## config.mk

```make
export PLATFORM = sky130hd
export DESIGN_NAME = bounded_array_list_engine
export DESIGN_NICKNAME = d
export VERILOG_FILES = /design/src/hdl/bale_pkg.sv /design/src/hdl/bale_div.sv /design/src/hdl/bounded_array_list_engine.sv
export SDC_FILE = /design/constraint.sdc
export NUM_CORES = 2
export LEC_CHECK = 0
export BUFFER_PORTS_ARGS = -buffer_cell sky130_fd_sc_hd__buf_2
export CAP_MARGIN = 5
export CORE_ASPECT_RATIO = 0.7
export CORE_MARGIN = 4
export CORE_UTILIZATION = 35
export DETAILED_ROUTE_END_ITERATION = 7
export SLEW_MARGIN = 40
export SYNTH_ARGS = -nofsm -noshare
export SYNTH_HDL_FRONTEND = slang
export SYNTH_SLANG_ARGS = --single-unit
export TNS_END_PERCENT = 5
```

## constraint.sdc

```tcl
create_clock -name clk_i -period 37.2 [get_ports clk_i]
set_input_delay 3.72 -clock clk_i [delete_from_list [all_inputs] [get_ports clk_i]]
set_output_delay 3.72 -clock clk_i [all_outputs]
set_load 0.01 [all_outputs]
```

## src/hdl/bale_pkg.sv

```systemverilog
// shared types and codes for the bounded array list engine
`default_nettype none
package bale_pkg;

  localparam int DATA_W  = 32;
  localparam int TOTAL_W = 36;
  localparam int OP_W    = 4;
  localparam int POS_W   = 4;
  localparam int FIDX_W  = 4;
  localparam int LCNT_W  = 5;
  localparam int STAT_W  = 3;

  typedef logic signed [DATA_W-1:0] data_t;

  // request codes
  localparam logic [OP_W-1:0] OP_APPEND  = 4'd0;
  localparam logic [OP_W-1:0] OP_INSERT  = 4'd1;
  localparam logic [OP_W-1:0] OP_DELETE  = 4'd2;
  localparam logic [OP_W-1:0] OP_SEARCH  = 4'd3;
  localparam logic [OP_W-1:0] OP_SWAPF   = 4'd4;
  localparam logic [OP_W-1:0] OP_GET     = 4'd5;
  localparam logic [OP_W-1:0] OP_SET     = 4'd6;
  localparam logic [OP_W-1:0] OP_BSEARCH = 4'd7;
  localparam logic [OP_W-1:0] OP_SINSERT = 4'd8;
  localparam logic [OP_W-1:0] OP_REVERSE = 4'd9;
  localparam logic [OP_W-1:0] OP_ROTL    = 4'd10;
  localparam logic [OP_W-1:0] OP_ROTR    = 4'd11;
  localparam logic [OP_W-1:0] OP_SHL     = 4'd12;
  localparam logic [OP_W-1:0] OP_SHR     = 4'd13;
  localparam logic [OP_W-1:0] OP_PART    = 4'd14;
  localparam logic [OP_W-1:0] OP_STATS   = 4'd15;

  // status codes
  localparam logic [STAT_W-1:0] ST_OK       = 3'd0;
  localparam logic [STAT_W-1:0] ST_FULL     = 3'd1;
  localparam logic [STAT_W-1:0] ST_BAD_POS  = 3'd2;
  localparam logic [STAT_W-1:0] ST_NOTFOUND = 3'd3;
  localparam logic [STAT_W-1:0] ST_EMPTY    = 3'd4;

endpackage
`default_nettype wire

```

## src/hdl/bale_div.sv

```systemverilog
// iterative signed divider, one quotient bit per cycle, positive divisor
`default_nettype none
module bale_div import bale_pkg::*; #(
  parameter int DW = 37,
  parameter int VW = 5
) (
  input  wire logic                 clk_i,
  input  wire logic                 rst_ni,
  input  wire logic                 start_i,
  input  wire logic signed [DW-1:0] dividend_i,
  input  wire logic        [VW-1:0] divisor_i,
  output logic                      done_o,
  output data_t                     quotient_o
);

  localparam int CNTW = $clog2(DW + 1);

  logic            busy_q, done_q, neg_q;
  logic [CNTW-1:0] cnt_q;
  logic [DW-1:0]   quo_q;
  logic [VW-1:0]   rem_q, dsr_q;
  logic [VW:0]     trial;
  logic            fits;
  logic [DW-1:0]   quo_s;

  assign trial = {rem_q, quo_q[DW-1]};
  assign fits  = trial >= {1'b0, dsr_q};

  always_ff @(posedge clk_i or negedge rst_ni) begin
    if (!rst_ni) begin
      busy_q <= 1'b0;
      done_q <= 1'b0;
      cnt_q  <= '0;
    end else begin
      done_q <= 1'b0;
      if (start_i) begin
        busy_q <= 1'b1;
        cnt_q  <= CNTW'(DW);
      end else if (busy_q) begin
        cnt_q <= cnt_q - 1'b1;
        if (cnt_q == CNTW'(1)) begin
          busy_q <= 1'b0;
          done_q <= 1'b1;
        end
      end
    end
  end

  always_ff @(posedge clk_i) begin
    if (start_i) begin
      neg_q <= dividend_i[DW-1];
      quo_q <= dividend_i[DW-1] ? DW'(-dividend_i) : DW'(dividend_i);
      rem_q <= '0;
      dsr_q <= divisor_i;
    end else if (busy_q) begin
      rem_q <= fits ? VW'(trial - {1'b0, dsr_q}) : trial[VW-1:0];
      quo_q <= {quo_q[DW-2:0], fits};
    end
  end

  assign quo_s      = neg_q ? -quo_q : quo_q;
  assign done_o     = done_q;
  assign quotient_o = quo_s[DATA_W-1:0];

endmodule
`default_nettype wire

```

## src/hdl/bounded_array_list_engine.sv

```systemverilog
// top level: request sequencer, entry memory and result register
//
//   channel | signals                                   | direction
//   --------+-------------------------------------------+----------
//   request | in_valid_i/in_ready_o, req_type, position,| in
//           | value                                     |
//   result  | out_valid_o/out_ready_i, status .. count  | out
//
// one word in, one word out; the sequencer owns a single memory port pair
// and walks entries one at a time, with a registered read for each element
// reverse/partition: each swap reads both entries, then writes both back
// stats: one pass over the entries, then the divider for the average
// reset empties the list at once; entries are never read beyond the count
// a new word is taken only when idle; a waiting result holds in its register
`default_nettype none
module bounded_array_list_engine import bale_pkg::*; #(
  parameter int CAPACITY = 16
) (
  input  wire logic                      clk_i,
  input  wire logic                      rst_ni,
  input  wire logic                      in_valid_i,
  output logic                           in_ready_o,
  input  wire logic [OP_W-1:0]           req_type_i,
  input  wire logic [POS_W-1:0]          position_i,
  input  wire logic signed [DATA_W-1:0]  value_i,
  output logic                           out_valid_o,
  input  wire logic                      out_ready_i,
  output logic [STAT_W-1:0]              status_o,
  output logic [FIDX_W-1:0]              found_index_o,
  output logic signed [DATA_W-1:0]       read_value_o,
  output logic signed [DATA_W-1:0]       max_value_o,
  output logic signed [DATA_W-1:0]       min_value_o,
  output logic signed [TOTAL_W-1:0]      total_o,
  output logic signed [DATA_W-1:0]       average_o,
  output logic                           is_sorted_o,
  output logic [LCNT_W-1:0]              live_count_o
);

  localparam int AW   = $clog2(CAPACITY);
  localparam int CW   = $clog2(CAPACITY + 1);
  localparam int PW   = (CW > POS_W) ? CW : POS_W;
  localparam int SUMW = (DATA_W + CW > TOTAL_W + 1) ? DATA_W + CW : TOTAL_W + 1;

  // sequencer states
  localparam logic [4:0] S_IDLE = 5'd0,  S_DISP = 5'd1,  S_UP   = 5'd2,  S_UP_D = 5'd3;
  localparam logic [4:0] S_PRED = 5'd4,  S_DN   = 5'd5,  S_DN_D = 5'd6,  S_SR   = 5'd7;
  localparam logic [4:0] S_SR_D = 5'd8,  S_GETD = 5'd9,  S_BS   = 5'd10, S_BS_D = 5'd11;
  localparam logic [4:0] S_RV   = 5'd12, S_PT   = 5'd13, S_PA   = 5'd14, S_PA_D = 5'd15;
  localparam logic [4:0] S_PB   = 5'd16, S_PB_D = 5'd17, S_PC   = 5'd18, S_SWA  = 5'd19;
  localparam logic [4:0] S_SWB  = 5'd20, S_SWC  = 5'd21, S_SWD  = 5'd22, S_ST   = 5'd23;
  localparam logic [4:0] S_ST_D = 5'd24, S_DIV  = 5'd25, S_FIN  = 5'd26;

  logic [4:0]             state_q, state_d;
  logic [OP_W-1:0]        op_q;
  logic [POS_W-1:0]       pos_q;
  data_t                  val_q;
  logic [CW-1:0]          cnt_q, cnt_d;
  logic [CW-1:0]          idx_q, idx_d, bnd_q, bnd_d;
  logic signed [CW:0]     lo_q, lo_d, hi_q, hi_d;
  data_t                  tmp_q, tmp_d, prev_q, prev_d;
  logic [STAT_W-1:0]      stat_q, stat_d;
  logic [CW-1:0]          fidx_q, fidx_d;
  data_t                  rd_q, rd_d, mx_q, mx_d, mn_q, mn_d, avg_q, avg_d;
  logic signed [SUMW-1:0] sum_q, sum_d;
  logic                   srt_q, srt_d;

  // entry memory
  data_t                  mem [CAPACITY];
  data_t                  rdata_q;
  logic [AW-1:0]          raddr, waddr;
  logic                   we;
  data_t                  wdata;

  logic                   ovalid_q;
  logic                   accept, full, empty, div_start, div_done;
  data_t                  div_quo;
  logic [PW-1:0]          pos_w, n_w;
  logic signed [CW:0]     n_s, idx_s;
  logic signed [CW+1:0]   mid_sum;
  logic [CW:0]            mid;
  logic [CW-1:0]          idx_p1, idx_m1;
  logic                   sat;

  assign accept  = in_valid_i && in_ready_o;
  assign full    = cnt_q == CW'(CAPACITY);
  assign empty   = cnt_q == '0;
  assign pos_w   = PW'(pos_q);
  assign n_w     = PW'(cnt_q);
  assign n_s     = $signed({1'b0, cnt_q});
  assign idx_s   = $signed({1'b0, idx_q});
  assign idx_p1  = idx_q + CW'(1);
  assign idx_m1  = idx_q - CW'(1);
  assign mid_sum = {lo_q[CW], lo_q} + {hi_q[CW], hi_q};
  assign mid     = mid_sum[CW+1:1];
  assign sat     = !((&sum_q[SUMW-1:TOTAL_W-1]) || !(|sum_q[SUMW-1:TOTAL_W-1]));

  always_ff @(posedge clk_i) begin
    if (we) begin
      mem[waddr] <= wdata;
    end
    rdata_q <= mem[raddr];
  end

  bale_div #(.DW(SUMW), .VW(CW)) u_div (
    .clk_i      (clk_i),
    .rst_ni     (rst_ni),
    .start_i    (div_start),
    .dividend_i (sum_d),
    .divisor_i  (cnt_q),
    .done_o     (div_done),
    .quotient_o (div_quo)
  );

  always_comb begin
    state_d   = state_q;
    cnt_d     = cnt_q;
    idx_d     = idx_q;
    bnd_d     = bnd_q;
    lo_d      = lo_q;
    hi_d      = hi_q;
    tmp_d     = tmp_q;
    prev_d    = prev_q;
    stat_d    = stat_q;
    fidx_d    = fidx_q;
    rd_d      = rd_q;
    mx_d      = mx_q;
    mn_d      = mn_q;
    avg_d     = avg_q;
    sum_d     = sum_q;
    srt_d     = srt_q;
    raddr     = '0;
    waddr     = '0;
    we        = 1'b0;
    wdata     = val_q;
    div_start = 1'b0;
    case (state_q)
      S_IDLE: begin
        if (accept) begin
          stat_d  = ST_OK;
          fidx_d  = '0;
          rd_d    = '0;
          mx_d    = '0;
          mn_d    = '0;
          avg_d   = '0;
          sum_d   = '0;
          srt_d   = 1'b0;
          state_d = S_DISP;
        end
      end
      S_DISP: begin
        state_d = S_FIN;
        if (empty && !(op_q inside {OP_APPEND, OP_INSERT, OP_SINSERT})) begin
          stat_d = ST_EMPTY;
        end else begin
          case (op_q)
            OP_APPEND: begin
              if (full) stat_d = ST_FULL;
              else begin
                we    = 1'b1;
                waddr = cnt_q[AW-1:0];
                cnt_d = cnt_q + CW'(1);
              end
            end
            OP_INSERT, OP_SINSERT: begin
              if (full) stat_d = ST_FULL;
              else if (op_q == OP_INSERT && pos_w > n_w) stat_d = ST_BAD_POS;
              else begin
                idx_d   = cnt_q;
                bnd_d   = (op_q == OP_INSERT) ? CW'(pos_q) : '0;
                tmp_d   = val_q;
                state_d = S_UP;
              end
            end
            OP_DELETE, OP_GET, OP_SET: begin
              if (pos_w >= n_w) stat_d = ST_BAD_POS;
              else if (op_q == OP_SET) begin
                we    = 1'b1;
                waddr = AW'(pos_q);
              end else begin
                raddr   = AW'(pos_q);
                state_d = (op_q == OP_GET) ? S_GETD : S_PRED;
              end
            end
            OP_SEARCH, OP_SWAPF: begin
              stat_d  = ST_NOTFOUND;
              idx_d   = '0;
              state_d = S_SR;
            end
            OP_BSEARCH: begin
              stat_d  = ST_NOTFOUND;
              lo_d    = '0;
              hi_d    = n_s - 2'sd1;
              state_d = S_BS;
            end
            OP_REVERSE, OP_PART: begin
              lo_d    = '0;
              hi_d    = n_s - 2'sd1;
              state_d = (op_q == OP_REVERSE) ? S_RV : S_PT;
            end
            OP_ROTL, OP_SHL: begin
              raddr   = '0;
              state_d = S_PRED;
            end
            OP_ROTR, OP_SHR: begin
              raddr   = AW'(cnt_q - CW'(1));
              state_d = S_PRED;
            end
            default: begin
              idx_d   = '0;
              srt_d   = 1'b1;
              state_d = S_ST;
            end
          endcase
        end
      end
      // shift entries up toward the tail, then drop tmp into the hole
      S_UP: begin
        if (idx_q > bnd_q) begin
          raddr   = idx_m1[AW-1:0];
          state_d = S_UP_D;
        end else begin
          we    = 1'b1;
          waddr = idx_q[AW-1:0];
          wdata = tmp_q;
          if (op_q == OP_INSERT || op_q == OP_SINSERT) cnt_d = cnt_q + CW'(1);
          state_d = S_FIN;
        end
      end
      S_UP_D: begin
        we    = 1'b1;
        waddr = idx_q[AW-1:0];
        if (op_q == OP_SINSERT && !(rdata_q > val_q)) begin
          cnt_d   = cnt_q + CW'(1);
          state_d = S_FIN;
        end else begin
          wdata   = rdata_q;
          idx_d   = idx_m1;
          state_d = S_UP;
        end
      end
      S_PRED: begin
        case (op_q)
          OP_DELETE: begin
            rd_d    = rdata_q;
            idx_d   = CW'(pos_q);
            state_d = S_DN;
          end
          OP_ROTL, OP_SHL: begin
            tmp_d   = (op_q == OP_ROTL) ? rdata_q : '0;
            idx_d   = '0;
            state_d = S_DN;
          end
          default: begin
            tmp_d   = (op_q == OP_ROTR) ? rdata_q : '0;
            idx_d   = cnt_q - CW'(1);
            bnd_d   = '0;
            state_d = S_UP;
          end
        endcase
      end
      // shift entries down toward the head
      S_DN: begin
        if (idx_p1 < cnt_q) begin
          raddr   = idx_p1[AW-1:0];
          state_d = S_DN_D;
        end else begin
          if (op_q == OP_DELETE) cnt_d = cnt_q - CW'(1);
          else begin
            we    = 1'b1;
            waddr = idx_q[AW-1:0];
            wdata = tmp_q;
          end
          state_d = S_FIN;
        end
      end
      S_DN_D: begin
        we      = 1'b1;
        waddr   = idx_q[AW-1:0];
        wdata   = rdata_q;
        idx_d   = idx_p1;
        state_d = S_DN;
      end
      S_SR: begin
        if (idx_q < cnt_q) begin
          raddr   = idx_q[AW-1:0];
          state_d = S_SR_D;
        end else state_d = S_FIN;
      end
      S_SR_D: begin
        if (rdata_q == val_q) begin
          stat_d = ST_OK;
          fidx_d = idx_q;
          if (op_q == OP_SWAPF && idx_q != '0) begin
            lo_d    = idx_s;
            hi_d    = '0;
            state_d = S_SWA;
          end else state_d = S_FIN;
        end else begin
          idx_d   = idx_p1;
          state_d = S_SR;
        end
      end
      S_GETD: begin
        rd_d    = rdata_q;
        state_d = S_FIN;
      end
      S_BS: begin
        if (lo_q <= hi_q) begin
          raddr   = mid[AW-1:0];
          idx_d   = mid[CW-1:0];
          state_d = S_BS_D;
        end else state_d = S_FIN;
      end
      S_BS_D: begin
        if (rdata_q == val_q) begin
          stat_d  = ST_OK;
          fidx_d  = idx_q;
          state_d = S_FIN;
        end else begin
          if (val_q > rdata_q) lo_d = idx_s + 2'sd1;
          else hi_d = idx_s - 2'sd1;
          state_d = S_BS;
        end
      end
      S_RV: state_d = (lo_q < hi_q) ? S_SWA : S_FIN;
      S_PT: state_d = (lo_q < hi_q) ? S_PA : S_FIN;
      // partition: skip negatives from the head, non-negatives from the tail
      S_PA: begin
        if (lo_q < n_s) begin
          raddr   = lo_q[AW-1:0];
          state_d = S_PA_D;
        end else state_d = S_PB;
      end
      S_PA_D: begin
        if (rdata_q < 0) begin
          lo_d    = lo_q + 2'sd1;
          state_d = S_PA;
        end else state_d = S_PB;
      end
      S_PB: begin
        if (!hi_q[CW]) begin
          raddr   = hi_q[AW-1:0];
          state_d = S_PB_D;
        end else state_d = S_PC;
      end
      S_PB_D: begin
        if (rdata_q >= 0) begin
          hi_d    = hi_q - 2'sd1;
          state_d = S_PB;
        end else state_d = S_PC;
      end
      S_PC: state_d = (lo_q < hi_q) ? S_SWA : S_PT;
      // exchange entries at lo and hi
      S_SWA: begin
        raddr   = lo_q[AW-1:0];
        state_d = S_SWB;
      end
      S_SWB: begin
        tmp_d   = rdata_q;
        raddr   = hi_q[AW-1:0];
        state_d = S_SWC;
      end
      S_SWC: begin
        we      = 1'b1;
        waddr   = lo_q[AW-1:0];
        wdata   = rdata_q;
        state_d = S_SWD;
      end
      S_SWD: begin
        we    = 1'b1;
        waddr = hi_q[AW-1:0];
        wdata = tmp_q;
        case (op_q)
          OP_REVERSE: begin
            lo_d    = lo_q + 2'sd1;
            hi_d    = hi_q - 2'sd1;
            state_d = S_RV;
          end
          OP_PART: state_d = S_PT;
          default: state_d = S_FIN;
        endcase
      end
      S_ST: begin
        if (idx_q < cnt_q) begin
          raddr   = idx_q[AW-1:0];
          state_d = S_ST_D;
        end else begin
          div_start = 1'b1;
          state_d   = S_DIV;
        end
      end
      S_ST_D: begin
        if (idx_q == '0) begin
          mx_d  = rdata_q;
          mn_d  = rdata_q;
        end else begin
          if (rdata_q > mx_q) mx_d = rdata_q;
          if (rdata_q < mn_q) mn_d = rdata_q;
          if (prev_q > rdata_q) srt_d = 1'b0;
        end
        sum_d   = sum_q + SUMW'(rdata_q);
        prev_d  = rdata_q;
        idx_d   = idx_p1;
        state_d = S_ST;
      end
      S_DIV: begin
        if (div_done) begin
          avg_d   = div_quo;
          state_d = S_FIN;
        end
      end
      S_FIN: begin
        if (!ovalid_q || out_ready_i) state_d = S_IDLE;
      end
      default: state_d = S_IDLE;
    endcase
  end

  always_ff @(posedge clk_i or negedge rst_ni) begin
    if (!rst_ni) begin
      state_q  <= S_IDLE;
      cnt_q    <= '0;
      ovalid_q <= 1'b0;
    end else begin
      state_q <= state_d;
      cnt_q   <= cnt_d;
      if (state_q == S_FIN && (!ovalid_q || out_ready_i)) ovalid_q <= 1'b1;
      else if (out_ready_i) ovalid_q <= 1'b0;
    end
  end

  always_ff @(posedge clk_i) begin
    if (accept) begin
      op_q  <= req_type_i;
      pos_q <= position_i;
      val_q <= value_i;
    end
    idx_q  <= idx_d;
    bnd_q  <= bnd_d;
    lo_q   <= lo_d;
    hi_q   <= hi_d;
    tmp_q  <= tmp_d;
    prev_q <= prev_d;
    stat_q <= stat_d;
    fidx_q <= fidx_d;
    rd_q   <= rd_d;
    mx_q   <= mx_d;
    mn_q   <= mn_d;
    avg_q  <= avg_d;
    sum_q  <= sum_d;
    srt_q  <= srt_d;
    // result word register
    if (state_q == S_FIN && (!ovalid_q || out_ready_i)) begin
      status_o      <= stat_q;
      found_index_o <= FIDX_W'(fidx_q);
      read_value_o  <= rd_q;
      max_value_o   <= mx_q;
      min_value_o   <= mn_q;
      total_o       <= sat ? (sum_q[SUMW-1] ? {1'b1, {(TOTAL_W-1){1'b0}}}
                                            : {1'b0, {(TOTAL_W-1){1'b1}}})
                           : sum_q[TOTAL_W-1:0];
      average_o     <= avg_q;
      is_sorted_o   <= srt_q;
      live_count_o  <= LCNT_W'(cnt_q);
    end
  end

  assign in_ready_o  = state_q == S_IDLE;
  assign out_valid_o = ovalid_q;

  a_cnt_bound: assert property (@(posedge clk_i) disable iff (!rst_ni)
    cnt_q <= CW'(CAPACITY))
    else $error("live count above capacity");

  a_accept_disp: assert property (@(posedge clk_i) disable iff (!rst_ni)
    accept |=> state_q == S_DISP)
    else $error("accepted word not dispatched");

  a_div_nonzero: assert property (@(posedge clk_i) disable iff (!rst_ni)
    state_q == S_DIV |-> cnt_q != '0)
    else $error("divide with empty list");

  a_cnt_step: assert property (@(posedge clk_i) disable iff (!rst_ni)
    cnt_q != $past(cnt_q) |-> ($past(state_q) == S_DISP || $past(state_q) == S_UP ||
                               $past(state_q) == S_UP_D || $past(state_q) == S_DN))
    else $error("count changed outside a list update");

  a_waddr: assert property (@(posedge clk_i) disable iff (!rst_ni)
    we |-> (CW'(waddr) < CW'(CAPACITY)))
    else $error("write beyond capacity");

endmodule
`default_nettype wire
```

Word-level counts from Yosys, hierarchy flattened --
Memories as Yosys holds them, arrays and structs flattened. A register that Yosys moved wholly into a read port is not among the register bits. Index checks and enable logic that the tools add are counted.
Storage, ports and cells: bits in registers 543, bits in writable memories 512, input port bits 44, memories 1
Cells by class: $add $sub $neg 15, magnitude comparators 16, equality and inequality tests 84, mux-type cells 167, reduce and logical (&&, ||, !) cells 67
Memories:
- mem | words 16, width 32, read ports 1, clocked after memory_dff 1, write ports 1, line bounded_array_list_engine.sv:68 | data_t mem [CAPACITY];
Operators with widths (number):
- 2-to-1 mux 32 bit | 18
- case mux 32 bit (2 select lines) | 4
- 2-to-1 mux 5 bit | 39
- case mux 32 bit (3 select lines) | 2
- case mux 32 bit (5 select lines) | 1
- 2-to-1 mux 37 bit | 4
- case mux 5 bit (27 select lines) | 1
- > comparator 32 bit | 4
- 2-to-1 mux 6 bit | 18
- 2-to-1 mux 4 bit | 22
- case mux 37 bit (2 select lines) | 1
- 2-to-1 mux 36 bit | 2
- == test 5 bit, second input constant | 12
- case mux 6 bit (5 select lines) | 2
- inequality test 2 bit, second input constant | 29
- == test 5 x 4 -> 1 bit, second input constant | 8
- case mux 5 bit (2 select lines) | 4
- adder 37 x 32 -> 37 bit | 1
- negator 37 bit | 1
- case mux 4 bit (9 select lines) | 1
- case mux 5 bit (7 select lines) | 1
- == test 32 bit | 1
- greater-or-equal comparator 32 x 1 -> 1 bit, second input constant | 1
- < comparator 32 x 1 -> 1 bit, second input constant | 1
- other kinds (64) | 171

Longest topological paths before layout --
word-level depth 8, gate-level depth with buffers 20

Modules after synthesis --
From an unflattened synthesis, not the netlist that was laid out.
Unflattened totals: cell total of the unflattened synthesis 3995, area total of the unflattened synthesis 50514.7 um^2
Modules (own cells, without submodules):
- bounded_array_list_engine | times used 1, cells each 3568, area each 46509.6 um^2
- bale_div | times used 1, cells each 427, area each 4005.1 um^2

Worst setup path after synthesis --
OpenSTA, ideal clock, no wires.
kind input to register, start in out_ready_i, end reg average_o[0], enable pin, library setup time 0.931 ns, arrival time 15.689 ns, required time 36.269 ns, slack 20.580 ns, stages on the path 2, buffers on the path 0, cell sequence nor2b_1 > nor3_1
Between the ends: word-level cells in the longest chain between the ends 2
Ends and longest elaborated chain:
- start: declaration | line bounded_array_list_engine.sv:27 | input wire logic out_ready_i,
- logical OR 1 bit | line bounded_array_list_engine.sv:453 | if (state_q == S_FIN && (!ovalid_q || out_ready_i)) begin
- logical AND 1 bit | line bounded_array_list_engine.sv:453
- end signal: assignment | line bounded_array_list_engine.sv:462 | average_o <= avg_q;
- end: declaration | line bounded_array_list_engine.sv:34 | output logic signed [DATA_W-1:0] average_o,
Every way passes these cells. A chain may end at the register's enable or synchronous reset.

Final worst setup path --
start in in_valid_i, end reg u_div.quo_q[32] (data pin)
Between the ends: word-level cells in the longest chain between the ends 6
Ends and longest elaborated chain:
- start: declaration | line bounded_array_list_engine.sv:21 | input wire logic in_valid_i,
- logical AND 1 bit | line bounded_array_list_engine.sv:84 | assign accept = in_valid_i && in_ready_o;
- 2-to-1 mux 37 bit | line bounded_array_list_engine.sv:138 | if (accept) begin
- case mux 37 bit (2 select lines) | line bounded_array_list_engine.sv:136 | case (state_q)
- via sum_d[1] | line bounded_array_list_engine.sv:64 | logic signed [SUMW-1:0] sum_q, sum_d;
- negator 37 bit | line bale_div.sv:52 | quo_q <= dividend_i[DW-1] ? DW'(-dividend_i) : DW'(dividend_i);
- 2-to-1 mux 37 bit | line bale_div.sv:52
- 2-to-1 mux 37 bit | line bale_div.sv:50 | if (start_i) begin
- end signal: assignment | line bale_div.sv:52
- end signal: assignment | line bale_div.sv:57 | quo_q <= {quo_q[DW-2:0], fits};
- end: declaration | line bale_div.sv:20 | logic [DW-1:0] quo_q;
The timed path passes the listed nets, and every way through them passes these cells.

==> flow_summary_export.csv <==
group,metric,value,unit
status,status,"complete, no violations",
power_and_ir_drop,p_clk_frac,0.460,
final_layout,finish.instance_area,0.0583,sq mm
sta,rsz0062_at_grt,"false",
sta,finalCriticalPeriod,6.87,ns
floorplanning,rows,116,
power_and_ir_drop,pwr-share-comb,0.002,
floorplanning,initial_utilization,0.354,
route,dr_total_vias,33359,
route,firstDrtPassIters,6,
critical_path,crit_required,37.65,ns
power_and_ir_drop,power_frac_seq,0.538,
sta,hold_slack,0.391,ns
sta,skew,0.0582,ns
yosys,synth_top_area_share,0.585,
route,post-route-drc-count,0,
grt,global_route.usage.total,0.193,
sta,finalSetupTns,0,ns
grt,grt_pass1_wl,218,mm
clock_network,post_cts_buffers,0,
sta,drv_slew,0,
place,hpwl,101,mm
power_and_ir_drop,internal-power,1.95,mW
floorplanning,ios,223,
route,routed_wl,151,mm
grt,antenna_found_initial,9,
min_path,hold_class,"flop to flop",
clock_network,clk_pin_slew_worst_paths,0.07,ns
yosys,synth_commonest_cells,"993 x edfxtp_1, 499 x mux2i_1, 227 x nor2_1",
critical_path,worstSetupPathType,"input pin to flop",
sta,hold_violations,0,
yosys,synth_area_leaders,"edfxtp_1 59%, mux2i_1 9.8%, ha_1 5.2%",
clock_network,cts_resized,0,
clock_network,htree_num_levels,3,
floorplanning,core,0.144,sq mm
floorplanning,die_area,0.152,sq mm
clock_network,cts_tree,"built",
run,max-cap-violations,0,
final_layout,syn_to_final_growth,14.4,%
power_and_ir_drop,leakage,20.9,nW
grt,grt_pass1_vias,31477,
yosys,ys_warn_count,0,
clock_network,insertion_delay,0.74,ns
yosys,synth-main-ff-cell,"edfxtp_1",
yosys,async_reset_ff_frac,0.0175,
power_and_ir_drop,powerDensity,41.8,mW/mm^2
place,place_congestion,0.930,
route,ant_nets,0,
yosys,yosysTopAreaCell,"edfxtp_1",
place,dp.cells,5852,
critical_path,worstPathMaxFanout,24,
yosys,yosysUniqueCellTypes,94,
clock_network,cts_hold_buf,0,
yosys,syn_area_per_cell,13.3,sq um
yosys,yosysMostFrequentCell,"edfxtp_1",
critical_path,endpoint_kind,"flop",
yosys,ys_seq_area_frac,0.624,
place,portBuffers,222,
yosys,syn_inst,3823,
sta,clock.fmax,145,MHz
sta,finalCritPeriodShare,0.185,
clock_network,cts_root_buf,"clkbuf_16",
critical_path,critPathLaunchType,"input pin",
clock_network,numCtsBuffers,104,
route,first_iter_violations,3720,
yosys,syn-num-nets,4083,
floorplanning,die_h,327,microns
power_and_ir_drop,power_switching,0.489,mW
floorplanning,die_x,464,microns
power_and_ir_drop,swShare,0.201,
final_layout,layout.nets,4331,
yosys,synth_area,0.0509,sq mm
route,routedWlPerCell,24.9,microns
final_layout,final_cells,6050,
clock_network,clockBufferDepth,3,
yosys,ys_seq_elements,1086,
route,viasPerCell,5.51,
sta,slew_headroom,0.379,
sta,setup_viol,0,
critical_path,cp_data_arrival_time,7.32,ns
grt,overflow,0,
sta,worst_pin_slew,0.923,ns
grt,grt_max_degree,78,
clock_network,clock_sinks,1086,
place,placed_area,0.0546,sq mm
final_layout,drive_above_1_share,0.137,
yosys,synth_edf_count,993,
power_and_ir_drop,irDropWorstVdd,33.7,uV
## cell families after synthesis
| family | synth area share |
|---|---|
| AND/OR/NAND/NOR | 0.0798 |
| XOR/XNOR | 0.0151 |
| adder cells (fa/ha/maj) | 0.0535 |
| AO/OA/AOI/OAI | 0.0991 |
| multiplexers | 0.0983 |
| buffers and inverters | 0.0303 |
| flip-flops | 0.624 |
## registers in the layout, summed over array words and instances (netlist names), 6 cells and up
register / cells
min_value_o: 32
u_div.cnt_q: 6
rdata_q: 32
u_div.quo_q: 37
sum_q: 37
hi_q: 6
read_value_o: 32
average_o: 32
lo_q: 6
val_q: 32
mem: 512
tmp_q: 32
total_o: 36
prev_q: 32
mx_q: 32
max_value_o: 32
avg_q: 32
mn_q: 32
rd_q: 32
## worst paths after layout
check | from | to | slack (ns) | depth (start not counted)
setup / recovery | in_valid_i | u_div.quo_q[32] | 30.33 | 14
hold / removal | avg_q[20] | average_o[20] | 0.39 | 0
setup reg to reg | idx_q[0] | rdata_q[5] | 30.41 | 18
hold reg to reg | avg_q[20] | average_o[20] | 0.39 | 0
max in group asynchronous | rst_ni | state_q[0] | 33.83 | 1
min in group asynchronous | rst_ni | state_q[1] | 2.98 | 1
## cell usage in the layout (no fill, tap or decap), types with 27 or more instances in the layout
master       n
mux2i_1    499
nand4_1     51
ha_1       213
a21o_1      67
buf_2      225
nand3_1     61
nor2b_1     62
edfxtp_1   993
nor2_1     209
nand2_1    175
clkbuf_16  105
o21ai_0    124
or4_1       27
buf_4       82
a221o_1     35
a21oi_1    192
xor2_1      46
xnor2_1     42
dfxtp_1     74
inv_1      198
o21a_1      32
nor3_1      49
a22o_1      34
o211ai_1    35
## cell type report
cell class / instances / area, sq um
tap: 1888 / 2360
clock inverter: 68 / 826
clock buffer: 127 / 2780
sequential: 1086 / 31800
antenna: 2 / 5.00
fill: 13348 / 85400
inverter: 203 / 762
multi-input combinational: 2360 / 17900
timing repair buffer: 316 / 1850
## worst max-delay path, cell delays in order
cell and delay (ns):
buf_2 0.16, nor3b_1 0.33, o21a_1 0.16, buf_4 0.32
o22ai_1 0.17, inv_1 0.11, ha_1 0.18, nand3_1 0.14
nor4_1 0.20, nand2_1 0.22, nor4_2 0.58, nand4_1 0.45
nor4_1 0.37, o311ai_0 0.19
## through the flow
stage	setup slack, ns	utilization	power (mW)
3_3_place_gp	29.80	0.380	1.34
4_1_cts	30.24	0.405	2.46
5_1_grt	29.93	0.406	2.52
6_report	30.33	0.406	2.44
2_1_floorplan	20.58	-	1.34
3_5_place_dp	29.69	0.380	1.34
## power by group through the flow
stage	clock network (mW)	logic, mW	registers, mW
floorplan	0	0.0000561	1.34
global placement	0	0.00452	1.34
detailed placement	0	0.00448	1.34
CTS	1.15	0.00453	1.31
global route	1.20	0.00465	1.31
finish	1.12	0.00434	1.31
## per-layer routing
| layer | GRT usage | wire length, microns |
|---|---|---|
| met5 | 0 | 57 |
| met3 | 0.0459 | 13600 |
| met2 | 0.274 | 62900 |
| met1 | 0.293 | 70500 |
| met4 | 0.0495 | 3790 |
Power figures use the tool's default switching activity.
